File: src/hdl/gpd_pkg.sv
// Package for the galvo point-to-DAC block: widths, constants, register codes
// and the CORDIC angle table. Used by every other file of the block.
// No dependencies.
`default_nettype none

package gpd_pkg;

    localparam int COORD_BITS      = 24;
    localparam int DAC_BITS        = 12;
    localparam int ANGLE_BITS      = 18;
    localparam int ANGLE_MAG_BITS  = 17;
    localparam int OFFSET_BITS     = 23;
    localparam int FRAC_SHIFT      = 8;

    localparam logic [ANGLE_MAG_BITS-1:0] QUARTER_PI  = 17'd102943;
    localparam logic [ANGLE_MAG_BITS-1:0] LIMIT_RESET = 17'd22876;

    // Square root: 40 digit steps, the last 8 bring in zero pairs.
    localparam int SUM_BITS        = 64;
    localparam int ROOT_STEPS      = 40;
    localparam int ROOT_BITS       = 40;
    localparam int ROOT_ZERO_STEPS = 8;
    localparam int REM_BITS        = 44;

    // Arctangent: operands below 2^42, normalized into [2^57, 2^58).
    localparam int ATAN_IN_BITS    = 42;
    localparam int NORM_BITS       = 58;
    localparam int NORM_STAGES     = 3;
    localparam int CORDIC_STEPS    = 17;
    localparam int CORDIC_BITS     = 62;
    localparam int ACC_BITS        = 19;

    // Mapping numerator, 0 .. 2*limit.
    localparam int NUM_BITS        = 18;

    localparam int APB_ADDR_BITS   = 4;
    localparam int APB_DATA_BITS   = 32;

    typedef enum logic [1:0] {
        REG_MIRROR_OFFSET,
        REG_ANGLE_LIMIT,
        REG_INVERT_X,
        REG_INVERT_Z
    } reg_index_t;

    function automatic logic [ANGLE_MAG_BITS-1:0] atan_step(input int unsigned i);
        logic [ANGLE_MAG_BITS-1:0] v;
        case (i)
            0:       v = 17'd51472;
            1:       v = 17'd30386;
            2:       v = 17'd16055;
            3:       v = 17'd8150;
            4:       v = 17'd4091;
            5:       v = 17'd2047;
            6:       v = 17'd1024;
            7:       v = 17'd512;
            8:       v = 17'd256;
            9:       v = 17'd128;
            10:      v = 17'd64;
            11:      v = 17'd32;
            12:      v = 17'd16;
            13:      v = 17'd8;
            14:      v = 17'd4;
            15:      v = 17'd2;
            16:      v = 17'd1;
            default: v = 17'd0;
        endcase
        return v;
    endfunction

endpackage

`default_nettype wire

File: src/hdl/gpd_dac.sv
// Clamps one angle to the limit and maps it onto a DAC code through a
// pipelined restoring divider, one quotient bit per stage. Depends on gpd_pkg.
`default_nettype none

module gpd_dac #(
    parameter int DAC_BITS = gpd_pkg::DAC_BITS
) (
    input  wire logic                                  clk,
    input  wire logic                                  rst_n,
    input  wire logic                                  en,
    input  wire logic [gpd_pkg::ANGLE_MAG_BITS-1:0]    lim,
    input  wire logic                                  inv,
    input  wire logic                                  in_valid,
    input  wire logic [gpd_pkg::ANGLE_MAG_BITS-1:0]    in_mag,
    input  wire logic                                  in_neg,
    output logic                                       out_valid,
    output logic [DAC_BITS-1:0]                        out_code,
    output logic signed [gpd_pkg::ANGLE_BITS-1:0]      out_angle
);

    localparam int MB  = gpd_pkg::ANGLE_MAG_BITS;
    localparam int AB  = gpd_pkg::ANGLE_BITS;
    localparam int NMB = gpd_pkg::NUM_BITS;
    localparam int PW  = NMB + DAC_BITS;

    logic [MB-1:0]         mag_c;
    logic signed [AB-1:0]  angle_next, angle1_reg, angle2_reg;
    logic [NMB-1:0]        num_next, num_reg;
    logic [PW-1:0]         prod_reg;
    logic                  v1_reg, v2_reg;

    logic [PW-1:0]         r_w [0:DAC_BITS];
    logic [DAC_BITS-1:0]   q_w [0:DAC_BITS];
    logic signed [AB-1:0]  a_w [0:DAC_BITS];
    logic                  v_w [0:DAC_BITS];

    always_comb
    begin
        mag_c      = (in_mag > lim) ? lim : in_mag;
        angle_next = in_neg ? -signed'(AB'(mag_c)) : signed'(AB'(mag_c));
        // Inverted mapping is the limit minus the angle, normal is plus.
        if (in_neg ^ inv)
            num_next = NMB'(lim) - NMB'(mag_c);
        else
            num_next = NMB'(lim) + NMB'(mag_c);
    end

    always_ff @(posedge clk or negedge rst_n)
    begin
        if (!rst_n)
        begin
            v1_reg <= 1'b0;
            v2_reg <= 1'b0;
        end
        else if (en)
        begin
            v1_reg <= in_valid;
            v2_reg <= v1_reg;
        end
    end

    always_ff @(posedge clk)
    begin
        if (en)
        begin
            num_reg    <= num_next;
            angle1_reg <= angle_next;
            prod_reg   <= (PW'(num_reg) << DAC_BITS) - PW'(num_reg);
            angle2_reg <= angle1_reg;
        end
    end

    assign r_w[0] = prod_reg;
    assign q_w[0] = '0;
    assign a_w[0] = angle2_reg;
    assign v_w[0] = v2_reg;

    for (genvar j = 0; j < DAC_BITS; j++)
    begin : g_div
        localparam int BIT = DAC_BITS - 1 - j;

        logic [PW-1:0]        dsh;
        logic [PW-1:0]        r_next, r_reg;
        logic [DAC_BITS-1:0]  q_next, q_reg;
        logic signed [AB-1:0] a_reg;
        logic                 v_reg;

        always_comb
        begin
            dsh    = PW'({lim, 1'b0}) << BIT;
            r_next = r_w[j];
            q_next = q_w[j];
            if (r_w[j] >= dsh)
            begin
                r_next      = r_w[j] - dsh;
                q_next[BIT] = 1'b1;
            end
        end

        always_ff @(posedge clk or negedge rst_n)
        begin
            if (!rst_n)
                v_reg <= 1'b0;
            else if (en)
                v_reg <= v_w[j];
        end

        always_ff @(posedge clk)
        begin
            if (en)
            begin
                r_reg <= r_next;
                q_reg <= q_next;
                a_reg <= a_w[j];
            end
        end

        assign r_w[j+1] = r_reg;
        assign q_w[j+1] = q_reg;
        assign a_w[j+1] = a_reg;
        assign v_w[j+1] = v_reg;
    end

    assign out_valid = v_w[DAC_BITS];
    assign out_code  = q_w[DAC_BITS];
    assign out_angle = a_w[DAC_BITS];

endmodule

`default_nettype wire

File: config.mk
export PLATFORM = sky130hd
export DESIGN_NAME = gpd_dac
export DESIGN_NICKNAME = d
export VERILOG_FILES = /design/src/hdl/gpd_pkg.sv /design/src/hdl/gpd_dac.sv
export SDC_FILE = /design/constraint.sdc
export NUM_CORES = 1
export LEC_CHECK = 0
export CORE_MARGIN = 2
export CORE_UTILIZATION = 65
export CTS_BUF_LIST = sky130_fd_sc_hd__clkbuf_16
export CTS_CLUSTER_SIZE = 30
export DETAILED_ROUTE_END_ITERATION = 8
export DONT_BUFFER_PORTS = 1
export PLACE_DENSITY = 0.82
export SLEW_MARGIN = 40
export SYNTH_ARGS = -nofsm -noshare
export SYNTH_HDL_FRONTEND = slang
export SYNTH_SLANG_ARGS = --single-unit
File: constraint.sdc
create_clock -name clk -period 6.5 [get_ports clk]
set_input_delay 0.975 -clock clk [delete_from_list [all_inputs] [get_ports clk]]
set_output_delay 0.975 -clock clk [all_outputs]
set_load 0.02 [all_outputs]
==> results by group, run 1 <==
STA
  • Endpoints failing setup: 0
  • Final Skew: between 0.02 and 0.03 ns
  • Period minus WS final: 5.00 ns
  • Final worst-path cycle share: 76.9%
  • Worst slew margin: -11.8%
  • Fin. max-slew vios: 191
  • Post-route setup TNS: 0 ns
  • Final Hold Fails: 0
  • Worst slew pin tran: 1.68 ns
  • RSZ-0062 raised after global routing: no
  • Max Fclk: 200 MHz

Synth
  • Post-synth EDFFs: between 700 and 800
  • Synth area leader: edfxtp_1
  • Register bit total from synthesis: 722
  • Synth top area share: around 57%
  • Count leader, synth: edfxtp_1
  • Top cells by count, synth: 708 x edfxtp_1, 246 x ha_1, 242 x nor2_1
  • Ys async rst share: 1.94%
  • Syn Inst Count: 3044
  • Sequential fraction of the synthesis area: between 50% and 60%
  • Synth Area per Inst: 12.2 µm²
  • Synth Net Count: 3342
  • Synth Warn #: 0
  • Mapped Area: 37300 µm²
  • Distinct cells, synth: 80
  • Largest cells by area after synthesis: edfxtp_1 57%, ha_1 8.3%, xnor2_1 3.2%
  • Prevailing post-synth register cell: edfxtp_1

Job
  • Max-cap violations: 0

Critical path
  • CP max-delay cell: fa_1
  • FF-to-FF path depth: 10
  • Worst Setup SP: lim[2]
  • Crit Path Max Fanout: 7
  • R2R Setup Slk: 2.59 ns
  • Reg2reg end: g_div[10].r_reg[15]
  • Largest delay share family, worst path: compound AO/OA/AOI/OAI gates
  • Worst Setup Start Kind: input port
  • RR Startpoint: g_div[9].r_reg[4]
  • Critical-path cell list: inv_1 > ha_1 > a211oi_1 > o221ai_1 > a211o_1 > o21ai_2 > nor2_1 > a21oi_1 > ha_1 > o21ai_0 > inv_1 > fa_1 > nor2b_1 > o21a_1 > o21ai_0 > a21oi_1 > o221ai_1 > a21oi_1 > mux2_2 > o2111ai_1
  • CP Depth: 20
  • CP peak stage delay: roughly 0.44 ns
  • Worst EP arrival: 5.44 ns
  • Worst setup path endpoint: num_reg[14]
  • WP data required: 6.94 ns
  • Crit path kind: input port to flop
  • Crit end category: flop
  • Most frequent cell on the critical path: a21oi_1
  • Buf/Inv on CP: 2

Placed design
  • Final GP Congestion: 0.932
  • Post-DP HPWL: 58.6 mm
  • Placed Instances: about 3800
  • Port bufs: 0

Clocking
  • CTS tree: built
  • Clock Latency Late Sink: 0.63 ns
  • Buffer count from post-CTS setup fixing: 0
  • # resized after CTS: 0
  • Cts hold-fix bufs: 0
  • Clock Sink Count: 722
  • H-tree depth: 3
  • Clock Tree Buf Depth: 3
  • TritonCTS Buffers: 73
  • Root Buffer: clkbuf_16
  • Clock-pin slew on the worst setup and hold paths: roughly 0.060 ns

Power and ir drop
  • Pwr Density: 446 nW/µm²
  • Switching power: ~6.3 mW
  • Lkg Pwr: 15.2 nW
  • Sw Share: approximately a third
  • Reg power frac: 40.7%
  • Maximum vdd ir drop: 0.289 mV
  • Gate power share: 36.0%
  • P_int: 11.9 mW
  • Total chip power: 18.2 mW
  • Clk pwr share: 23.3%

Drt
  • Vias per cell: 6.44
  • Remaining antenna violation count: 0
  • TritonRoute pass-1 iters: 6
  • Initial drt markers: 2657
  • Total routed wirelength: 89.5 mm
  • Routed vias: around 25000
  • # DRC: 0
  • Wire per inst: about 23 µm

Worst hold path
  • Hold crit path type: input port to asynchronous set/reset pin

Layout
  • Area growth from synthesis to layout: 9.17%
  • # fillers: between 3000 and 4000
  • ANT cells: 0
  • Nets@finish: 3392
  • Layout cells sized above 1: 7.61%
  • Utilization after layout: 71.9%
  • Max reg flops: 330
  • Post-route insts no fill: 3908

GRT
  • Tot GR Track Use: 30.1%
  • Initial antenna violation count: 0
  • Number of global-route vias before repair: 24700
  • First-pass GRT wire length: 138 mm
  • Global route overflow: 0
  • Largest net degree at the start of global routing: 723

Status
  • Failing checks: max-slew violations
  • Status: finished with violations

Die
  • CORE AREA: 56600 µm²
  • I/O pin count: 71
  • DIE WIDTH: 244 µm
  • Die H: 244 µm
  • Die area: 59300 µm²
  • Site Rows: 87
  • Initial core utilization: 65.9%
cell type report:
type	count	area, µm²	area share (%)
tap	756	946	2.32
clock buffer	73	1830	4.49
multi-input combinational	2158	15100	37.1
clock inverter	60	587	1.44
timing repair buffer	30	225	0.553
inverter	109	409	1.01
sequential	722	21600	53.1
worst min-delay path by stage:
stage | start | to | slack [ns] | cells past startpoint
detailed placement | angle2_reg[1] | g_div[0].a_reg[1] | 0.40 | 0
floorplan | angle1_reg[0] | angle2_reg[0] | 0.40 | 0
global placement | angle1_reg[4] | angle2_reg[4] | 0.40 | 0
finish | rst_n | g_div[0].v_reg | 0.05 | 0
global route | rst_n | g_div[7].v_reg | 0.03 | 0
CTS | rst_n | g_div[0].v_reg | 0.02 | 0
layer usage:
metal  GRT usage [%]  part of all wire [%]
met4            10.8                   3.6
met5               0                     0
met2            49.8                    48
met1            40.2                    41
met3            5.42                   7.4
power groups by stage:
stage,Sequential [mW],Clock (mW),Combinational (mW)
finish,7.39,4.23,6.54
global route,7.47,4.45,7.20
CTS,7.37,4.28,6.41
detailed placement,7.44,0,6.27
global placement,7.39,0,5.99
floorplan,7.12,0,4.91
kinds of logic (layout without fill, tap and decap cells):
group / Yosys count / count (layout) / share of synthesized area, %
AND/OR/NAND/NOR: 865 / 865 / 11.4
flip-flops: 722 / 722 / 58.0
AO/OA/AOI/OAI: 717 / 717 / 12.2
adder cells (fa/ha/maj): 258 / 258 / 8.90
XOR/XNOR: 254 / 254 / 5.97
buffers and inverters: 164 / 272 / 1.70
multiplexers: 64 / 64 / 1.94
through the flow:
step                setup slack [ns]  hold slack [ns]  cell area, µm²
finish                          1.50           0.0508           40700
global route                    1.16           0.0267           40700
CTS                             1.53           0.0229           40700
detailed placement             0.927            0.405           38300
global placement                1.02            0.400           38300
floorplan                      0.491            0.400           37300
placed cells by master, fill, tap and decap left out, types with 11 or more instances in the layout:
cell / Yosys / routed
dfrtp_1: 14 / 14
buf_4: 0 / 30
clkinv_2: 0 / 15
o211ai_1: 14 / 14
a21oi_1: 213 / 212
nor4_1: 39 / 38
o21a_1: 56 / 56
and3_1: 14 / 14
a2111oi_0: 11 / 11
a31oi_1: 29 / 27
nor3_1: 63 / 62
or3_1: 31 / 31
ha_1: 246 / 246
nor4b_1: 11 / 11
nand2_1: 231 / 230
or2_2: 16 / 16
a21o_1: 57 / 57
edfxtp_1: 708 / 708
nand4_1: 38 / 38
nand4b_1: 12 / 12
nand2b_1: 29 / 29
nand3_1: 47 / 47
a211oi_1: 21 / 21
nor2_1: 242 / 241
clkbuf_16: 0 / 73
mux2_2: 50 / 50
o21ai_0: 175 / 175
o21bai_1: 14 / 13
inv_1: 106 / 123
o31a_1: 17 / 17
xor2_1: 118 / 118
nor2b_1: 33 / 33
o31ai_1: 23 / 23
xnor2_1: 136 / 136
or4_1: 14 / 14
fa_1: 12 / 12
Note: power is estimated with default switching activity, not from simulation.
==> inputs of run 2 (changes only) <==
- CORE_UTILIZATION: 65 -> 58
- PLACE_DENSITY: 0.82 -> 0.77
- clock period: 6.5 -> 4.1 ns (I/O delays scaled with it)
==> results by group, run 2 (synthesis results as in run 1) <==
Placed design
  • Port bufs: 0
  • DP Area: between 30000 and 40000 µm²
  • Post-DP HPWL: slightly below 60 mm
  • Final GP Congestion: about 0.9
  • Placed Instances: between 3000 and 4000
  • Dpl ws: -0.724 ns

Critical path
  • Crit end category: flop
  • WP data required: between 4 and 5 ns
  • Crit Path Max Fanout: 5
  • Crit path kind: input port to flop
  • FF-to-FF path depth: 11
  • Worst Setup Start Kind: input port
  • Worst EP arrival: 4.45 ns

Power and ir drop
  • P_int: 19.1 mW
  • Switching power: 10.0 mW
  • Reg power frac: 39.9%
  • Sw Share: 34.5%
  • Lkg Pwr: approximately 16 nW
  • Maximum vdd ir drop: 0.459 mV
  • Pwr Density: slightly below 700 nW/µm²
  • Clk pwr share: approximately a quarter
  • Gate power share: between 30% and 40%

Drt
  • # DRC: 0
  • TritonRoute pass-1 iters: 6
  • Wire per inst: 21.1 µm
  • Routed vias: 25200
  • Remaining antenna violation count: 0
  • Initial drt markers: 2378
  • Total routed wirelength: a little under 90 mm
  • Vias per cell: 6.15

Worst hold path
  • Cells on Worst Hold Path: 0
  • Hold crit path type: input port to flop

Layout
  • Post-route insts no fill: just over 4000
  • Nets@finish: about 3500
  • Commonest non-fill, non-tap cell in the layout: edfxtp_1
  • Design area: 42000 µm²
  • # fillers: 4616
  • Max reg flops: 330
  • Area growth from synthesis to layout: 12.8%
  • Layout cells sized above 1: 11.5%
  • Commonest cells after routing, fill and taps aside: 708 x edfxtp_1, 239 x nor2_1, 238 x ha_1

STA
  • Period minus WS final: 4.07 ns
  • Worst slew pin tran: approximately 1.0 ns
  • Max Fclk: 246 MHz
  • Post-route setup TNS: 0 ns
  • Final worst-path cycle share: 99.2%
  • Fin. max-slew vios: 0
  • RSZ-0062 raised after global routing: yes
  • Fin worst setup slack: 0.0346 ns
  • Worst slew margin: 31.8%
  • Endpoints failing setup: 0
  • Worst Hold Slack: 0.0736 ns
  • Final Skew: ~0.041 ns
  • Final Hold Fails: 0

GRT
  • First-pass GRT wire length: 134 mm
  • Tot GR Track Use: approximately a quarter
  • Largest net degree at the start of global routing: slightly above 700
  • Initial antenna violation count: 2
  • Number of global-route vias before repair: roughly 25000
  • Global route overflow: 0

Die
  • CORE AREA: approximately 63000 µm²
  • Initial core utilization: 58.9%
  • Die H: between 200 and 300 µm
  • Site Rows: 92
  • I/O pin count: a little over 70
  • Die area: 66300 µm²
  • DIE WIDTH: roughly 260 µm

Clocking
  • Root Buffer: clkbuf_16
  • Clock-pin slew on the worst setup and hold paths: 0.08 ns
  • TritonCTS Buffers: 75
  • Clock Tree Buf Depth: 3
  • CTS tree: built
  • Clock Sink Count: 722
  • H-tree depth: 3
  • Clock Latency Late Sink: 0.65 ns

Status
  • Status: finished clean

Job
  • Max-cap violations: 0
==> run 2: critical path, cell delays in order <==
cell        delay [ns]
clkinvlp_4        0.08
ha_4              0.24
a211oi_4          0.21
o221ai_2          0.13
a211o_1           0.33
o21a_1            0.25
nor2_1            0.10
a21o_1            0.13
inv_2             0.06
ha_4              0.18
o21ai_2           0.06
nand2_1           0.08
xnor2_1           0.14
ha_1              0.33
a211oi_2          0.25
nand2_1           0.08
a311o_1           0.28
o211a_1           0.15
a41o_1            0.24
o31ai_4           0.28
a21oi_2           0.10
xnor2_1           0.14
==> run 2: what timing repair did <==
item	4_1_cts	5_1_grt
pin swaps	0	17
endpoints found under the setup margin	1	7
hold buffers	1	0
endpoints found under the hold margin	14	0
gates resized for setup	1	25
setup buffers	0	6
==> run 2: final timing paths <==
check                                endpoint                from  slack [ns]
max in group asynchronous      g_div[2].v_reg               rst_n        3.29
min reg2reg                 g_div[1].a_reg[4]   g_div[0].a_reg[4]        0.41
min in group asynchronous      g_div[8].v_reg               rst_n        0.43
max reg2reg                g_div[2].r_reg[15]  g_div[1].r_reg[10]        0.59
min                              out_code[10]                  en        0.07
max                               num_reg[17]              lim[2]        0.03
==> run 2: layer usage <==
layer	part of all wire [%]	vias to the layer above	track usage [%]
li1	-	11900	-
met1	42	12200	33.9
met2	49	912	43.1
met3	6.1	200	4.06
met4	3.7	2	10.3
met5	0.0081	-	0
==> run 2: layout make-up <==
| class | instances | area (µm²) | share of cell area, % |
|---|---|---|---|
| flip-flops and latches | 722 | 21600 | 51.4 |
| multi-input cells | 2158 | 15300 | 36.4 |
| clock buffers | 75 | 1880 | 4.46 |
| repair buffers | 131 | 1140 | 2.71 |
| well taps | 846 | 1060 | 2.52 |
| clock inverters | 63 | 632 | 1.50 |
| inverters | 109 | 424 | 1.01 |
| diodes | 1 | 2.50 | 0.00595 |
==> run 2: power groups by stage <==
stage	combinational (mW)	clock (mW)	sequential (mW)
floorplan	7.83	0	11.3
global placement	9.70	0	11.7
detailed placement	10.2	0	11.7
CTS	10.3	6.99	11.6
global route	11.7	7.27	11.8
finish	10.7	6.84	11.6
==> run 2: metrics by stage <==
step                total power [mW]  util [%]
floorplan                       19.1         -
global placement                21.4      61.9
detailed placement              21.9      61.9
CTS                             28.9      65.9
global route                    30.8      66.4
finish                          29.1      66.4
==> inputs of run 3 (changes only) <==
- ABC_AREA: unset -> 0
- REMOVE_ABC_BUFFERS: unset -> 1
==> results by group, run 3 (synthesis results as in run 1) <==
Clocking
  • TritonCTS Buffers: between 70 and 80
  • Clock Tree Buf Depth: 3
  • Root Buffer: clkbuf_16
  • Clock Sink Count: slightly above 700
  • Clock-pin slew on the worst setup and hold paths: 0.06 ns
  • Clock Latency Late Sink: 0.64 ns
  • CTS tree: built
  • H-tree depth: 3

Drt
  • Initial drt markers: about 2200
  • Vias per cell: 6.13
  • Remaining antenna violation count: 0
  • TritonRoute pass-1 iters: 5
  • Total routed wirelength: 86.6 mm
  • # DRC: 0
  • Routed vias: ~25000
  • Wire per inst: 21.0 µm

STA
  • Fin. max-slew vios: 0
  • RSZ-0062 raised after global routing: yes
  • Max Fclk: 244 MHz
  • Final worst-path cycle share: 100%
  • Post-route setup TNS: -0.00194 ns
  • Fin worst setup slack: -0.00194 ns
  • Worst slew pin tran: 0.975 ns
  • Period minus WS final: 4.10 ns
  • Endpoints failing setup: 1
  • Worst slew margin: 35.0%
  • Final Skew: 0.0374 ns
  • Final Hold Fails: 0
  • Worst Hold Slack: 0.106 ns

Worst hold path
  • Cells on Worst Hold Path: 0
  • Hold crit path type: input port to flop

Power and ir drop
  • Pwr Density: 691 nW/µm²
  • Total chip power: 29.1 mW
  • Lkg Pwr: 15.8 nW
  • Maximum vdd ir drop: 0.409 mV

Layout
  • Post-route insts no fill: 4114
  • Commonest non-fill, non-tap cell in the layout: edfxtp_1
  • Max reg flops: 330
  • Layout cells sized above 1: 11.9%
  • Area growth from synthesis to layout: 12.9%
  • Commonest cells after routing, fill and taps aside: 708 x edfxtp_1, 240 x ha_1, 239 x nor2_1
  • Nets@finish: 3503

Critical path
  • CP max-delay cell: or4_4
  • Reg2reg end: g_div[5].r_reg[28]
  • Worst Setup Start Kind: input port
  • R2R Setup Slk: 0.63 ns
  • Crit path kind: input port to flop
  • Buf/Inv on CP: 3
  • Largest delay share family, worst path: compound AO/OA/AOI/OAI gates
  • WP data required: 4.58 ns
  • RR Startpoint: g_div[4].r_reg[8]
  • FF-to-FF path depth: 9
  • Crit Path Max Fanout: 5
  • CP Depth: 22
  • Most frequent cell on the critical path: a21oi_2
  • Worst setup path endpoint: num_reg[16]
  • CP peak stage delay: ~0.5 ns
  • Crit end category: flop
  • Worst EP arrival: 4.58 ns
  • Critical-path cell list: inv_1 > ha_4 > o21ai_2 > o221ai_2 > a211o_1 > buf_6 > o21ai_4 > nor2_2 > a21oi_2 > ha_2 > nor2_1 > xor2_1 > ha_1 > nor2b_1 > o21a_1 > o21ai_2 > a21oi_2 > o221ai_2 > a21oi_2 > buf_4 > or4_4 > nand4_1
  • Worst Setup SP: lim[3]

GRT
  • Largest net degree at the start of global routing: slightly above 700
  • Initial antenna violation count: 1
  • First-pass GRT wire length: 135 mm
  • Global route overflow: 0
  • Number of global-route vias before repair: 24600
  • Tot GR Track Use: between 20% and 30%

Placed design
  • Placed Instances: 3958
  • Final GP Congestion: a little over 0.9
  • Post-DP HPWL: 58.6 mm
  • Port bufs: 0

Die
  • Initial core utilization: 58.9%
  • I/O pin count: 71
  • Site Rows: slightly above 90
  • Die area: 66300 µm²
  • Die H: 258 µm
  • DIE WIDTH: 258 µm
  • CORE AREA: 63300 µm²

Status
  • Failing checks: negative setup slack
  • Status: finished with violations

Job
  • Max-cap violations: 0
[run 3: cell type report]
| cell class | count | area [µm²] |
|---|---|---|
| tap | 846 | 1060 |
| fill | 4584 | 21200 |
| antenna | 2 | 5.00 |
| sequential | 722 | 21600 |
| inverter | 109 | 417 |
| timing repair buffer | 139 | 1220 |
| clock inverter | 63 | 637 |
| clock buffer | 75 | 1880 |
| multi-input combinational | 2158 | 15300 |
[run 3: worst register-to-register path: cells and delay by family, from the launching register on]
family          cells  cell delay [ns]
compound gates      4             1.50
simple gates        3             0.79
flops               1             0.41
fa+ha+maj           1             0.32
xor+xnor            1             0.16
[run 3: repair_timing]
item	in CTS	in global routing
endpoints found under the hold margin	14	0
endpoints found under the setup margin	7	7
hold buffers	1	0
pin swaps	16	15
gates cloned	0	1
gates resized for setup	20	35
setup buffers	5	4
[run 3: through the flow]
stage / area, µm² / util, % / worst slack (ns)
floorplan: 37100 / - / -2.46
global placement: 39100 / 61.8 / -0.875
detailed placement: 39100 / 61.8 / -1.02
CTS: 41800 / 66.0 / 0.00190
global route: 42100 / 66.5 / -0.159
finish: 42100 / 66.5 / -0.00194
[run 3: worst min-delay path by stage]
| stage | startpoint | to | slack, ns |
|---|---|---|---|
| after floorplan | rst_n | g_div[0].v_reg | 0.32 |
| after global placement | rst_n | v1_reg | 0.32 |
| after detailed placement | rst_n | v1_reg | 0.32 |
| after CTS | in_valid | v1_reg | 0.10 |
| after global routing | en | g_div[6].q_reg[10] | 0.08 |
| final | en | g_div[8].q_reg[8] | 0.11 |
[run 3: per-layer routing]
layer	wire length, µm	track usage (%)	vias to the layer above	part of all wire, %
li1	-	-	11900	-
met1	37000	34.9	12300	43
met2	41700	43.2	890	48
met3	4980	3.56	182	5.8
met4	2960	9.44	0	3.4
met5	0	0	-	0
[run 3: power by group]
part / switching [mW] / total [mW] / internal, mW
registers: 1.12 / 11.7 / 10.6
clock network: 2.97 / 6.83 / 3.86
logic: 5.90 / 10.6 / 4.67
total: 10.0 / 29.1 / 19.1
